===== src/hw/rtl/sod_pkg.sv =====
// shared types, constants and register codes for the sparkle overlay
`default_nettype none

package sod_pkg;

	localparam int PIXELS_DEF = 64;
	localparam int COLOUR_W   = 8;
	localparam int INDEX_W    = 6;
	localparam int CFG_IDX_W  = 3;
	localparam int CFG_DATA_W = 8;

	typedef enum logic [CFG_IDX_W-1:0] {
		REG_ENABLE = 3'd0,
		REG_RED    = 3'd1,
		REG_GREEN  = 3'd2,
		REG_BLUE   = 3'd3,
		REG_DECAY  = 3'd4
	} cfg_reg_t;

	typedef struct packed {
		logic [COLOUR_W-1:0] red;
		logic [COLOUR_W-1:0] green;
		logic [COLOUR_W-1:0] blue;
	} rgb_t;

	typedef struct packed {
		logic                enable;
		logic                clear;
		rgb_t                colour;
		logic [COLOUR_W-1:0] decay;
	} cfg_t;

endpackage

`default_nettype wire


===== src/hw/rtl/sod_if.sv =====
// handshake interfaces for pixel words, result words and register writes
`default_nettype none

interface sod_pix_if import sod_pkg::*; ();
	logic                valid;
	logic                ready;
	logic [COLOUR_W-1:0] pixel_red;
	logic [COLOUR_W-1:0] pixel_green;
	logic [COLOUR_W-1:0] pixel_blue;
	logic [INDEX_W-1:0]  pixel_index;
	logic                ignite;

	modport source (output valid, pixel_red, pixel_green, pixel_blue, pixel_index, ignite,
		input ready);
	modport sink (input valid, pixel_red, pixel_green, pixel_blue, pixel_index, ignite,
		output ready);
endinterface

interface sod_out_if import sod_pkg::*; ();
	logic                valid;
	logic                ready;
	logic [COLOUR_W-1:0] out_red;
	logic [COLOUR_W-1:0] out_green;
	logic [COLOUR_W-1:0] out_blue;

	modport source (output valid, out_red, out_green, out_blue, input ready);
	modport sink (input valid, out_red, out_green, out_blue, output ready);
endinterface

interface sod_cfg_if import sod_pkg::*; ();
	logic                  valid;
	logic                  ready;
	logic [CFG_IDX_W-1:0]  index;
	logic [CFG_DATA_W-1:0] data;

	modport source (output valid, index, data, input ready);
	modport sink (input valid, index, data, output ready);
endinterface

`default_nettype wire


===== src/hw/rtl/sod_cfg_regs.sv =====
// configuration registers and store clear on an enable change
`default_nettype none

module sod_cfg_regs import sod_pkg::*; (
	input  wire logic clk,
	input  wire logic arst_n,
	sod_cfg_if.sink   cfg,
	output cfg_t      cfg_state
);

	logic                enable_q;
	rgb_t                colour_q;
	logic [COLOUR_W-1:0] decay_q;
	logic                wr;

	assign cfg.ready = 1'b1;
	assign wr        = cfg.valid && cfg.ready;

	always_ff @(posedge clk or negedge arst_n) begin
		if (!arst_n) begin
			enable_q <= 1'b0;
			colour_q <= '{red: 8'hff, green: 8'hff, blue: 8'hff};
			decay_q  <= COLOUR_W'(3);
		end else if (wr) begin
			unique case (cfg_reg_t'(cfg.index))
				REG_ENABLE: enable_q       <= cfg.data[0];
				REG_RED:    colour_q.red   <= cfg.data[COLOUR_W-1:0];
				REG_GREEN:  colour_q.green <= cfg.data[COLOUR_W-1:0];
				REG_BLUE:   colour_q.blue  <= cfg.data[COLOUR_W-1:0];
				REG_DECAY:  decay_q        <= cfg.data[COLOUR_W-1:0];
				default:    ;
			endcase
		end
	end

	// clear lands on the same edge as the write that flips enable
	always_comb begin
		cfg_state.enable = enable_q;
		cfg_state.colour = colour_q;
		cfg_state.decay  = decay_q;
		cfg_state.clear  = wr && (cfg_reg_t'(cfg.index) == REG_ENABLE)
			&& (cfg.data[0] != enable_q);
	end

endmodule

`default_nettype wire


===== src/hw/rtl/sod_store.sv =====
// sparkle store: per-pixel colour memory with valid bits and write forwarding
`default_nettype none

module sod_store import sod_pkg::*; #(
	parameter int PIXELS = PIXELS_DEF,
	localparam int AW    = (PIXELS > 1) ? $clog2(PIXELS) : 1
) (
	input  wire logic          clk,
	input  wire logic          arst_n,
	input  wire logic          clear,
	input  wire logic          rd_en,
	input  wire logic [AW-1:0] rd_addr,
	input  wire logic          wr_en,
	input  wire logic [AW-1:0] wr_addr,
	input  rgb_t               wr_data,
	output rgb_t               rd_data
);

	rgb_t              mem [PIXELS];
	rgb_t              mem_q;
	rgb_t              fwd_q;
	logic              vld_q;
	logic              hit_q;
	logic [PIXELS-1:0] valid_q;

	always_ff @(posedge clk) begin
		if (wr_en)
			mem[wr_addr] <= wr_data;
		if (rd_en)
			mem_q <= mem[rd_addr];
		if (rd_en)
			fwd_q <= wr_data;
	end

	always_ff @(posedge clk or negedge arst_n) begin
		if (!arst_n) begin
			valid_q <= '0;
			vld_q   <= 1'b0;
			hit_q   <= 1'b0;
		end else begin
			if (clear)
				valid_q <= '0;
			else if (wr_en)
				valid_q[wr_addr] <= 1'b1;
			if (rd_en) begin
				vld_q <= valid_q[rd_addr];
				hit_q <= wr_en && (wr_addr == rd_addr);
			end
		end
	end

	// an entry never written since the last clear reads as black
	assign rd_data = hit_q ? fwd_q : (vld_q ? mem_q : '0);

endmodule

`default_nettype wire


===== src/hw/rtl/sod_merge.sv =====
// per-channel maximum merge and next sparkle value
`default_nettype none

module sod_merge import sod_pkg::*; (
	input  wire logic          active,
	input  wire logic          ignite,
	input  rgb_t               pixel,
	input  rgb_t               stored,
	input  rgb_t               colour,
	input  wire logic [COLOUR_W-1:0] decay,
	output rgb_t               merged,
	output rgb_t               next
);

	function automatic logic [COLOUR_W-1:0] max8(input logic [COLOUR_W-1:0] a,
		input logic [COLOUR_W-1:0] b);
		return (a > b) ? a : b;
	endfunction

	function automatic logic [COLOUR_W-1:0] fade(input logic [COLOUR_W-1:0] s,
		input logic [COLOUR_W-1:0] d);
		return (s > d) ? s - d : '0;
	endfunction

	always_comb begin
		if (active) begin
			merged.red   = max8(pixel.red, stored.red);
			merged.green = max8(pixel.green, stored.green);
			merged.blue  = max8(pixel.blue, stored.blue);
		end else begin
			merged = pixel;
		end
		if (ignite) begin
			next = colour;
		end else begin
			next.red   = fade(stored.red, decay);
			next.green = fade(stored.green, decay);
			next.blue  = fade(stored.blue, decay);
		end
	end

endmodule

`default_nettype wire


===== src/hw/rtl/sparkle_overlay_decay.sv =====
// top level of the sparkle overlay with decaying per-pixel sparkle store
//
//   channel  modport  word                                          handshake
//   pixel    sink     pixel_red/green/blue, pixel_index, ignite     valid/ready
//   result   source   out_red/green/blue                            valid/ready
//   cfg      sink     index (register), data                        valid/ready, ready tied high
//
// one pixel word a cycle sustained while the result side keeps taking words; a pixel
//   passes the merge stage register and then the result register, which drives result valid;
//   the store's registered read port feeds the merge stage
// reset clears the valid bits of the store at once, so no sweep after reset
// an enable change clears the valid bits in the cycle of the write
// a stalled result holds the merge stage; pixel ready drops only while both stages are full
`default_nettype none

module sparkle_overlay_decay import sod_pkg::*; #(
	parameter int PIXELS = PIXELS_DEF
) (
	input  wire logic clk,
	input  wire logic arst_n,
	sod_pix_if.sink   pixel,
	sod_out_if.source result,
	sod_cfg_if.sink   cfg
);

	localparam int AW = (PIXELS > 1) ? $clog2(PIXELS) : 1;
	localparam int EW = (AW > INDEX_W) ? AW : INDEX_W;

	cfg_t cfg_state;

	// input side
	logic          acc_in;
	logic          in_range;
	logic [EW-1:0] idx_ext;
	logic [AW-1:0] rd_addr;

	// merge stage
	logic          valid_s1;
	logic          fire_s1;
	rgb_t          pix_s1;
	logic [AW-1:0] addr_s1;
	logic          live_s1;
	logic          ignite_s1;
	logic          active_s1;
	rgb_t          stored_s1;
	rgb_t          merged_s1;
	rgb_t          next_s1;

	// result register
	logic          valid_s2;
	rgb_t          rgb_s2;

	sod_cfg_regs u_cfg (
		.clk       (clk),
		.arst_n    (arst_n),
		.cfg       (cfg),
		.cfg_state (cfg_state)
	);

	// indexes past the store merge with black and leave the store alone
	assign idx_ext  = EW'(pixel.pixel_index);
	assign in_range = 32'(pixel.pixel_index) < 32'(PIXELS);
	assign rd_addr  = idx_ext[AW-1:0];

	assign fire_s1     = valid_s1 && (!valid_s2 || result.ready);
	assign pixel.ready = !valid_s1 || fire_s1;
	assign acc_in      = pixel.valid && pixel.ready;

	always_ff @(posedge clk or negedge arst_n) begin
		if (!arst_n) begin
			valid_s1 <= 1'b0;
		end else if (acc_in) begin
			valid_s1 <= 1'b1;
		end else if (fire_s1) begin
			valid_s1 <= 1'b0;
		end
	end

	always_ff @(posedge clk) begin
		if (acc_in) begin
			pix_s1    <= '{red: pixel.pixel_red, green: pixel.pixel_green,
				blue: pixel.pixel_blue};
			addr_s1   <= rd_addr;
			live_s1   <= in_range;
			ignite_s1 <= pixel.ignite;
		end
	end

	assign active_s1 = live_s1 && cfg_state.enable;

	// read on accept, write back as the word leaves the merge stage;
	// a pixel right behind on the same index picks up the write by forwarding
	sod_store #(
		.PIXELS (PIXELS)
	) u_store (
		.clk     (clk),
		.arst_n  (arst_n),
		.clear   (cfg_state.clear),
		.rd_en   (acc_in && in_range),
		.rd_addr (rd_addr),
		.wr_en   (fire_s1 && active_s1),
		.wr_addr (addr_s1),
		.wr_data (next_s1),
		.rd_data (stored_s1)
	);

	sod_merge u_merge (
		.active (active_s1),
		.ignite (ignite_s1),
		.pixel  (pix_s1),
		.stored (stored_s1),
		.colour (cfg_state.colour),
		.decay  (cfg_state.decay),
		.merged (merged_s1),
		.next   (next_s1)
	);

	always_ff @(posedge clk or negedge arst_n) begin
		if (!arst_n) begin
			valid_s2 <= 1'b0;
		end else if (fire_s1) begin
			valid_s2 <= 1'b1;
		end else if (result.ready) begin
			valid_s2 <= 1'b0;
		end
	end

	always_ff @(posedge clk) begin
		if (fire_s1)
			rgb_s2 <= merged_s1;
	end

	assign result.valid     = valid_s2;
	assign result.out_red   = rgb_s2.red;
	assign result.out_green = rgb_s2.green;
	assign result.out_blue  = rgb_s2.blue;

endmodule

`default_nettype wire


===== src/flat_wrapper.sv =====
// flat-port wrapper written by rule: the top's interface ports become plain ports
module sparkle_overlay_decay_flat import sod_pkg::*;
#(
	parameter int PIXELS = PIXELS_DEF
)
  (clk, arst_n, pixel_valid, pixel_pixel_red, pixel_pixel_green, pixel_pixel_blue, pixel_pixel_index, pixel_ignite, pixel_ready, result_valid, result_out_red, result_out_green, result_out_blue, result_ready, cfg_valid, cfg_index, cfg_data, cfg_ready);
  sod_pix_if pixel_i ();
  sod_out_if result_i ();
  sod_cfg_if cfg_i ();
  input  wire logic clk;
  input  wire logic arst_n;
  input wire logic [$bits(pixel_i.valid)-1:0] pixel_valid;
  input wire logic [$bits(pixel_i.pixel_red)-1:0] pixel_pixel_red;
  input wire logic [$bits(pixel_i.pixel_green)-1:0] pixel_pixel_green;
  input wire logic [$bits(pixel_i.pixel_blue)-1:0] pixel_pixel_blue;
  input wire logic [$bits(pixel_i.pixel_index)-1:0] pixel_pixel_index;
  input wire logic [$bits(pixel_i.ignite)-1:0] pixel_ignite;
  output wire logic [$bits(pixel_i.ready)-1:0] pixel_ready;
  output wire logic [$bits(result_i.valid)-1:0] result_valid;
  output wire logic [$bits(result_i.out_red)-1:0] result_out_red;
  output wire logic [$bits(result_i.out_green)-1:0] result_out_green;
  output wire logic [$bits(result_i.out_blue)-1:0] result_out_blue;
  input wire logic [$bits(result_i.ready)-1:0] result_ready;
  input wire logic [$bits(cfg_i.valid)-1:0] cfg_valid;
  input wire logic [$bits(cfg_i.index)-1:0] cfg_index;
  input wire logic [$bits(cfg_i.data)-1:0] cfg_data;
  output wire logic [$bits(cfg_i.ready)-1:0] cfg_ready;
  assign pixel_i.valid = pixel_valid;
  assign pixel_i.pixel_red = pixel_pixel_red;
  assign pixel_i.pixel_green = pixel_pixel_green;
  assign pixel_i.pixel_blue = pixel_pixel_blue;
  assign pixel_i.pixel_index = pixel_pixel_index;
  assign pixel_i.ignite = pixel_ignite;
  assign pixel_ready = pixel_i.ready;
  assign result_valid = result_i.valid;
  assign result_out_red = result_i.out_red;
  assign result_out_green = result_i.out_green;
  assign result_out_blue = result_i.out_blue;
  assign result_i.ready = result_ready;
  assign cfg_i.valid = cfg_valid;
  assign cfg_i.index = cfg_index;
  assign cfg_i.data = cfg_data;
  assign cfg_ready = cfg_i.ready;
  sparkle_overlay_decay #(.PIXELS(PIXELS)) u_core (.clk(clk), .arst_n(arst_n), .pixel(pixel_i), .result(result_i), .cfg(cfg_i));
endmodule

===== config.mk =====
export PLATFORM = sky130hd
export DESIGN_NAME = sparkle_overlay_decay_flat
export DESIGN_NICKNAME = d
export VERILOG_FILES = /design/src/hw/rtl/sod_pkg.sv /design/src/hw/rtl/sod_if.sv /design/src/hw/rtl/sod_cfg_regs.sv /design/src/hw/rtl/sod_store.sv /design/src/hw/rtl/sod_merge.sv /design/src/hw/rtl/sparkle_overlay_decay.sv /design/src/flat_wrapper.sv
export SDC_FILE = /design/constraint.sdc
export NUM_CORES = 2
export LEC_CHECK = 0
export BUFFER_PORTS_ARGS = -buffer_cell sky130_fd_sc_hd__buf_2
export CORE_UTILIZATION = 40
export DETAILED_ROUTE_END_ITERATION = 16
export PLACE_DENSITY = 0.52
export SETUP_SLACK_MARGIN = 0.1
export SLEW_MARGIN = 10
export SYNTH_ARGS = -nofsm -noshare
export SYNTH_HDL_FRONTEND = slang
export SYNTH_HIERARCHICAL = 1
export SYNTH_SLANG_ARGS = --single-unit

===== constraint.sdc =====
create_clock -name clk -period 9.8 [get_ports clk]
set_input_delay 0.98 -clock clk [delete_from_list [all_inputs] [get_ports clk]]
set_output_delay 0.98 -clock clk [all_outputs]
set_load 0.1 [all_outputs]

## Word-level counts from Yosys, hierarchy flattened

Memory sizes are Yosys's and may differ from the RTL's. A register that Yosys moved wholly into a read port is not among the register bits.
Index checks and enable logic that the tools add are counted.
W data, S select, Z words.

- Bitwise gates (word level): 1
- Mux-type cells: 22
- $add $sub $neg: 3
- Equality and inequality tests: 6
- Magnitude comparators: 9
- Reduce and logical (&&, ||, !) cells: 20

Operators by type and width:

| kind | number |
|---|---|
| $mux W64 | 2 |
| $mux W24 | 4 |
| $or A64 B64 Y64 | 1 |
| $gt A8 B8 Y1 | 6 |
| $mux W8 | 6 |
| $sub A8 B8 Y8 | 3 |
| $lt A6 B7 Y1 const B | 2 |
| $reduce_and A2 Y1 | 5 |
| $mux W1 | 8 |
| $logic_and A1 B1 Y1 | 7 |
| $bmux W1 S6 | 1 |
| $demux W1 S6 | 1 |
| $eq A3 B2 Y1 const B | 2 |
| $eq A6 B6 Y1 | 1 |
| $ge A6 B1 Y1 const B | 1 |
| $reduce_bool A2 Y1 | 3 |
| $eq A3 B1 Y1 const B | 1 |
| $eq A3 B3 Y1 const B | 1 |
| $logic_not A3 Y1 | 1 |
| $logic_not A1 Y1 | 2 |
| $logic_or A1 B1 Y1 | 2 |
| $ne A1 B1 Y1 | 1 |

- Memories: 1
- Bits in writable memories: 1536
- Input port bits: 47
- Word-level logic and storage cells: 83
- Register bits after elaboration: 180
- Output and inout bits: 27

Memories:

| name | words | bits a word | read ports | clocked after Yosys merged registers in | wr ports | RTL line | RTL |
|---|---|---|---|---|---|---|---|
| u_core.u_store.mem | 64 | 24 | 1 | 1 | 1 | sod_store.sv:19 | `rgb_t mem [PIXELS];` |

## Longest topological paths before layout

- Word-level depth: 7
- Depth in mapped cells: 13
- Depth with buffers taken out: 11

## Modules after synthesis

The synthesis kept the hierarchy.

By module, submodules not included:

| module | cells an instance | times used | area an instance (um2) | seq. area each (um2) |
|---|---|---|---|---|
| sod_store | 2665 | 1 | 62872.8 | 49217.2 |
| sod_merge | 351 | 1 | 2309.7 | 0.0 |
| sparkle_overlay_decay | 64 | 1 | 1761.7 | 1701.6 |
| sod_cfg_regs | 79 | 1 | 1388.8 | 858.3 |

## Worst setup path before layout

Ideal clock, no wire load.

- Path kind: reg2reg
- Start point: register u_core.u_store.hit_q
- End point: register u_core/u_store/fwd_q[15] (netlist bit) (data pin)
- Slack: 2738 ps
- Data required time: 8883 ps
- Buffers on the path: 2
- Cell stages (with the launch flop): 13
- Period minus slack after synthesis: 7062 ps
- Arrival time: 6145 ps
- Library setup time: 917 ps
- Path through: dfrtp_1 clkbuf_1 nor2b_1 clkbuf_1 a22o_1 inv_1 ha_1 fa_1 nor2b_1 o21ai_0 a21oi_1 nor2_1 o41ai_1

RTL lines:

| element | RTL line | RTL |
|---|---|---|
| start: declaration | sod_store.sv:23 | `logic hit_q;` |
| start signal: assignment | sod_store.sv:47 | `hit_q <= wr_en && (wr_addr == rd_addr);` |
| end signal: assignment | sod_store.sv:32 | `fwd_q <= wr_data;` |
| end: declaration | sod_store.sv:21 | `rgb_t fwd_q;` |

==> metrics <==
Port Buffers=72; RSZ-0062 raised after global routing=no; setup slack, reg-to-reg=5.54 ns; share of Yosys cell area claimed by the top area cell type=72.03%; Worst Tran Pin Value=1.178 ns; type of the worst setup path=in -> reg; Post-DP HPWL=102.7 mm; clock latency at the later pin of the worst-skew pair=0.83 ns; clk buf depth=3; post-place instance area=72280 sq um; cts hold-fix bufs=0; Finished Cell Area=77800 sq um; max-capacitance violation count=0; r2r startpoint=u_core/u_store/hit_q$_DFFE_PN0P_; wire per inst=32.71 microns; crit-path max FO=100; synth cell count leaders=edfxtp_1, mux4_2, nor2_1; FFs w/ async S/R, synth=5.805%; GRT Overall Usage=21.88%; status=complete, no violations; Vias per Instance=5.876; WP data required=10.34 ns; CTS root buffer=clkbuf_16; post-synth top area cell=edfxtp_1; post-layout net count=3465; num ports=74; final setup vio count=0; most common cell type on the critical path=mux4_2; Final Power=17.18 mW; share of cells above drive strength 1=30.62%; DRC viols=0; sequential cell area fraction in the yosys report=75.77%; arrival time at the worst endpoint=4.80 ns; Row Count=151; DRT Wirelength=187.6 mm; antenna violations before repair=5; endpoints failing hold=0; hold slack=0.1687 ns; top-count cell post-synth=edfxtp_1; total die area=172500 sq um; CTS tree=yes; syn_nets=3257; Pleak=25.13 nW; largest net degree at the start of global routing=118; Crit. End Element=flip-flop; Max Slew Vio Count=0; GPL Wtd Cong=0.8198; Setup TNS Final=0 ns; vias in the first global route=34.42k; synth-to-layout area growth=13.85%; Yosys Warn Count=6; first-pass GRT wire length=263.7 mm; reg-to-reg endpoint=u_core/u_store/mem[41][6]$_DFFE_PP_; Setup Buffers After CTS=0; vias after detailed routing=33.71k; htree depth=4; min cycle time layout=4.265 ns; Setup crit start kind=input port; Die X=415.3 microns; PostCTS Resize Cnt=0; CTS clk-pin slew, worst paths=0.06 ns; post-synthesis register bit count=1740; Power Dens Cells=220.9 nW/um^2; Final Skew=0.03286 ns; CTS sink cnt=1740; Initial Util=40.32%; cts bufs inserted=176; Synth Area per Inst=21.63 sq um; mapped cell area=68330 sq um; Detailed Routing Iterations Pass 1=7; Chip Height=415.3 microns; Post-synth EDFFs=1639; Most used DFF post-synth=edfxtp_1; FMAX=234.5 MHz; worst path cell trace=buf_8, buf_12, buf_4, mux4_2, mux4_2, o22ai_1, nor2_1; CP max-delay cell=buf_4; post-route ant nets=0; relative slew slack=21.29%; final worst-path cycle share=43.52%; synth unique cells=60; core area=169500 sq um; final core utilization=45.91%; Overflow after GRT=0; DRT iter0 DRCs=3543; largest stage delay on the critical path=0.71 ns; Worst Hold Class=in -> async; maximum vdd ir drop=0.2019 mV; Mapped Cells=3159; Reg2Reg Depth=12; synth top area cells=edfxtp_1, mux4_2, dfrtp_1
per-layer routing:
layer  global-route usage, %  wire, microns  vias up
met1                   30.48          78410    18540
li1                        -              -    13630
met2                   35.77          91930     1274
met3                   3.022          11770      259
met4                   6.836           5517        2
met5                       0             11        -
registers in the layout, indices dropped and copies added, names as in the netlist, 6 cells and up:
register	count
u_core/addr_s1	6
u_core/u_cfg/cfg_state	24
u_core/result.out_red	8
u_core/u_store/mem	1536
u_core/u_store/valid_q	64
u_core/pix_s1	24
u_core/u_cfg/decay_q	8
u_core/result.out_green	8
u_core/u_store/mem_q	24
u_core/u_store/fwd_q	24
u_core/result.out_blue	8
power by group:
part           internal, mW  switching [mW]
Clock                  3.62            2.81
Combinational         0.509            1.34
Sequential             8.84          0.0747
Total                  13.0            4.22
cell families after synthesis:
logic type | Yosys count | synth area share (%)
AOI/OAI and AO/OA | 215 | 2.173
muxes | 543 | 17.01
other | 1 | 0.005488
and+or+nand+nor | 397 | 2.565
buffers and inverters | 196 | 1.300
xor gates and xnor gates | 16 | 0.2051
DFF | 1740 | 75.77
adders and majority gates | 51 | 0.9668
metrics by stage:
step                      setup slack, ns  cells
after floorplan                     2.738   3159
after global placement              4.688   5407
after detailed placement            4.676   5407
after CTS                           5.560   5735
after global routing                5.350   5736
final                               5.535   5737
worst max path at each step:
| stage | start | end | slack [ns] | cells past startpoint |
|---|---|---|---|---|
| global placement | pixel_pixel_index[1] | u_core/u_store/mem_q[5]$_DFFE_PP_ | 4.69 | 7 |
| CTS | pixel_pixel_index[1] | u_core/u_store/mem_q[1]$_DFFE_PP_ | 5.56 | 7 |
| detailed placement | pixel_pixel_index[1] | u_core/u_store/mem_q[1]$_DFFE_PP_ | 4.68 | 7 |
| finish | pixel_pixel_index[1] | u_core/u_store/mem_q[5]$_DFFE_PP_ | 5.54 | 7 |
| floorplan | u_core/u_store/hit_q$_DFFE_PN0P_ | u_core/u_store/fwd_q[15]$_DFFE_PP_ | 2.74 | 12 |
| global route | u_core/u_store/vld_q$_DFFE_PN0P_ | u_core/u_store/mem[54][6]$_DFFE_PP_ | 5.35 | 12 |
layout make-up:
cell class	count	area (sq um)
multi-input combinational	1223	16300
sequential	1740	51780
timing repair buffer	184	1289
clock inverter	106	808.3
inverter	42	157.7
fill	13930	91680
tap	2218	2775
antenna	2	5.005
clock buffer	222	4682
cells in the final DEF, fill, tap and decap left out, types with 9 or more instances in the layout:
| master | netlist | final |
|---|---|---|
| clkinv_2 | 0 | 31 |
| nor2_1 | 228 | 169 |
| mux4_2 | 489 | 489 |
| xor2_1 | 10 | 10 |
| edfxtp_1 | 1639 | 1639 |
| nor2b_1 | 14 | 13 |
| mux2_2 | 25 | 25 |
| buf_2 | 44 | 66 |
| a22o_1 | 34 | 24 |
| clkbuf_16 | 0 | 180 |
| nand2_1 | 80 | 79 |
| clkinv_1 | 0 | 48 |
| dfstp_2 | 26 | 26 |
| bufinv_16 | 0 | 9 |
| nor2_4 | 0 | 59 |
| clkbuf_1 | 75 | 40 |
| o21ai_0 | 23 | 19 |
| o21a_1 | 12 | 12 |
| nand2b_1 | 11 | 9 |
| o211ai_1 | 13 | 13 |
| inv_1 | 42 | 42 |
| ha_1 | 48 | 48 |
| a21oi_1 | 29 | 29 |
| dfrtp_1 | 75 | 75 |
| nand4_1 | 13 | 13 |
| a22oi_1 | 12 | 12 |
| buf_4 | 10 | 110 |
| mux2i_1 | 21 | 21 |
| o22ai_1 | 56 | 56 |
| nand3_1 | 14 | 14 |
worst max-delay path, delay by kind of cell:
| family | cells | cell delay, ns |
|---|---|---|
| buf+inv | 3 | 1.88 |
| mux | 2 | 0.98 |
| compound gates | 1 | 0.71 |
| simple gates | 1 | 0.08 |
Power figures use the tool's default switching activity.
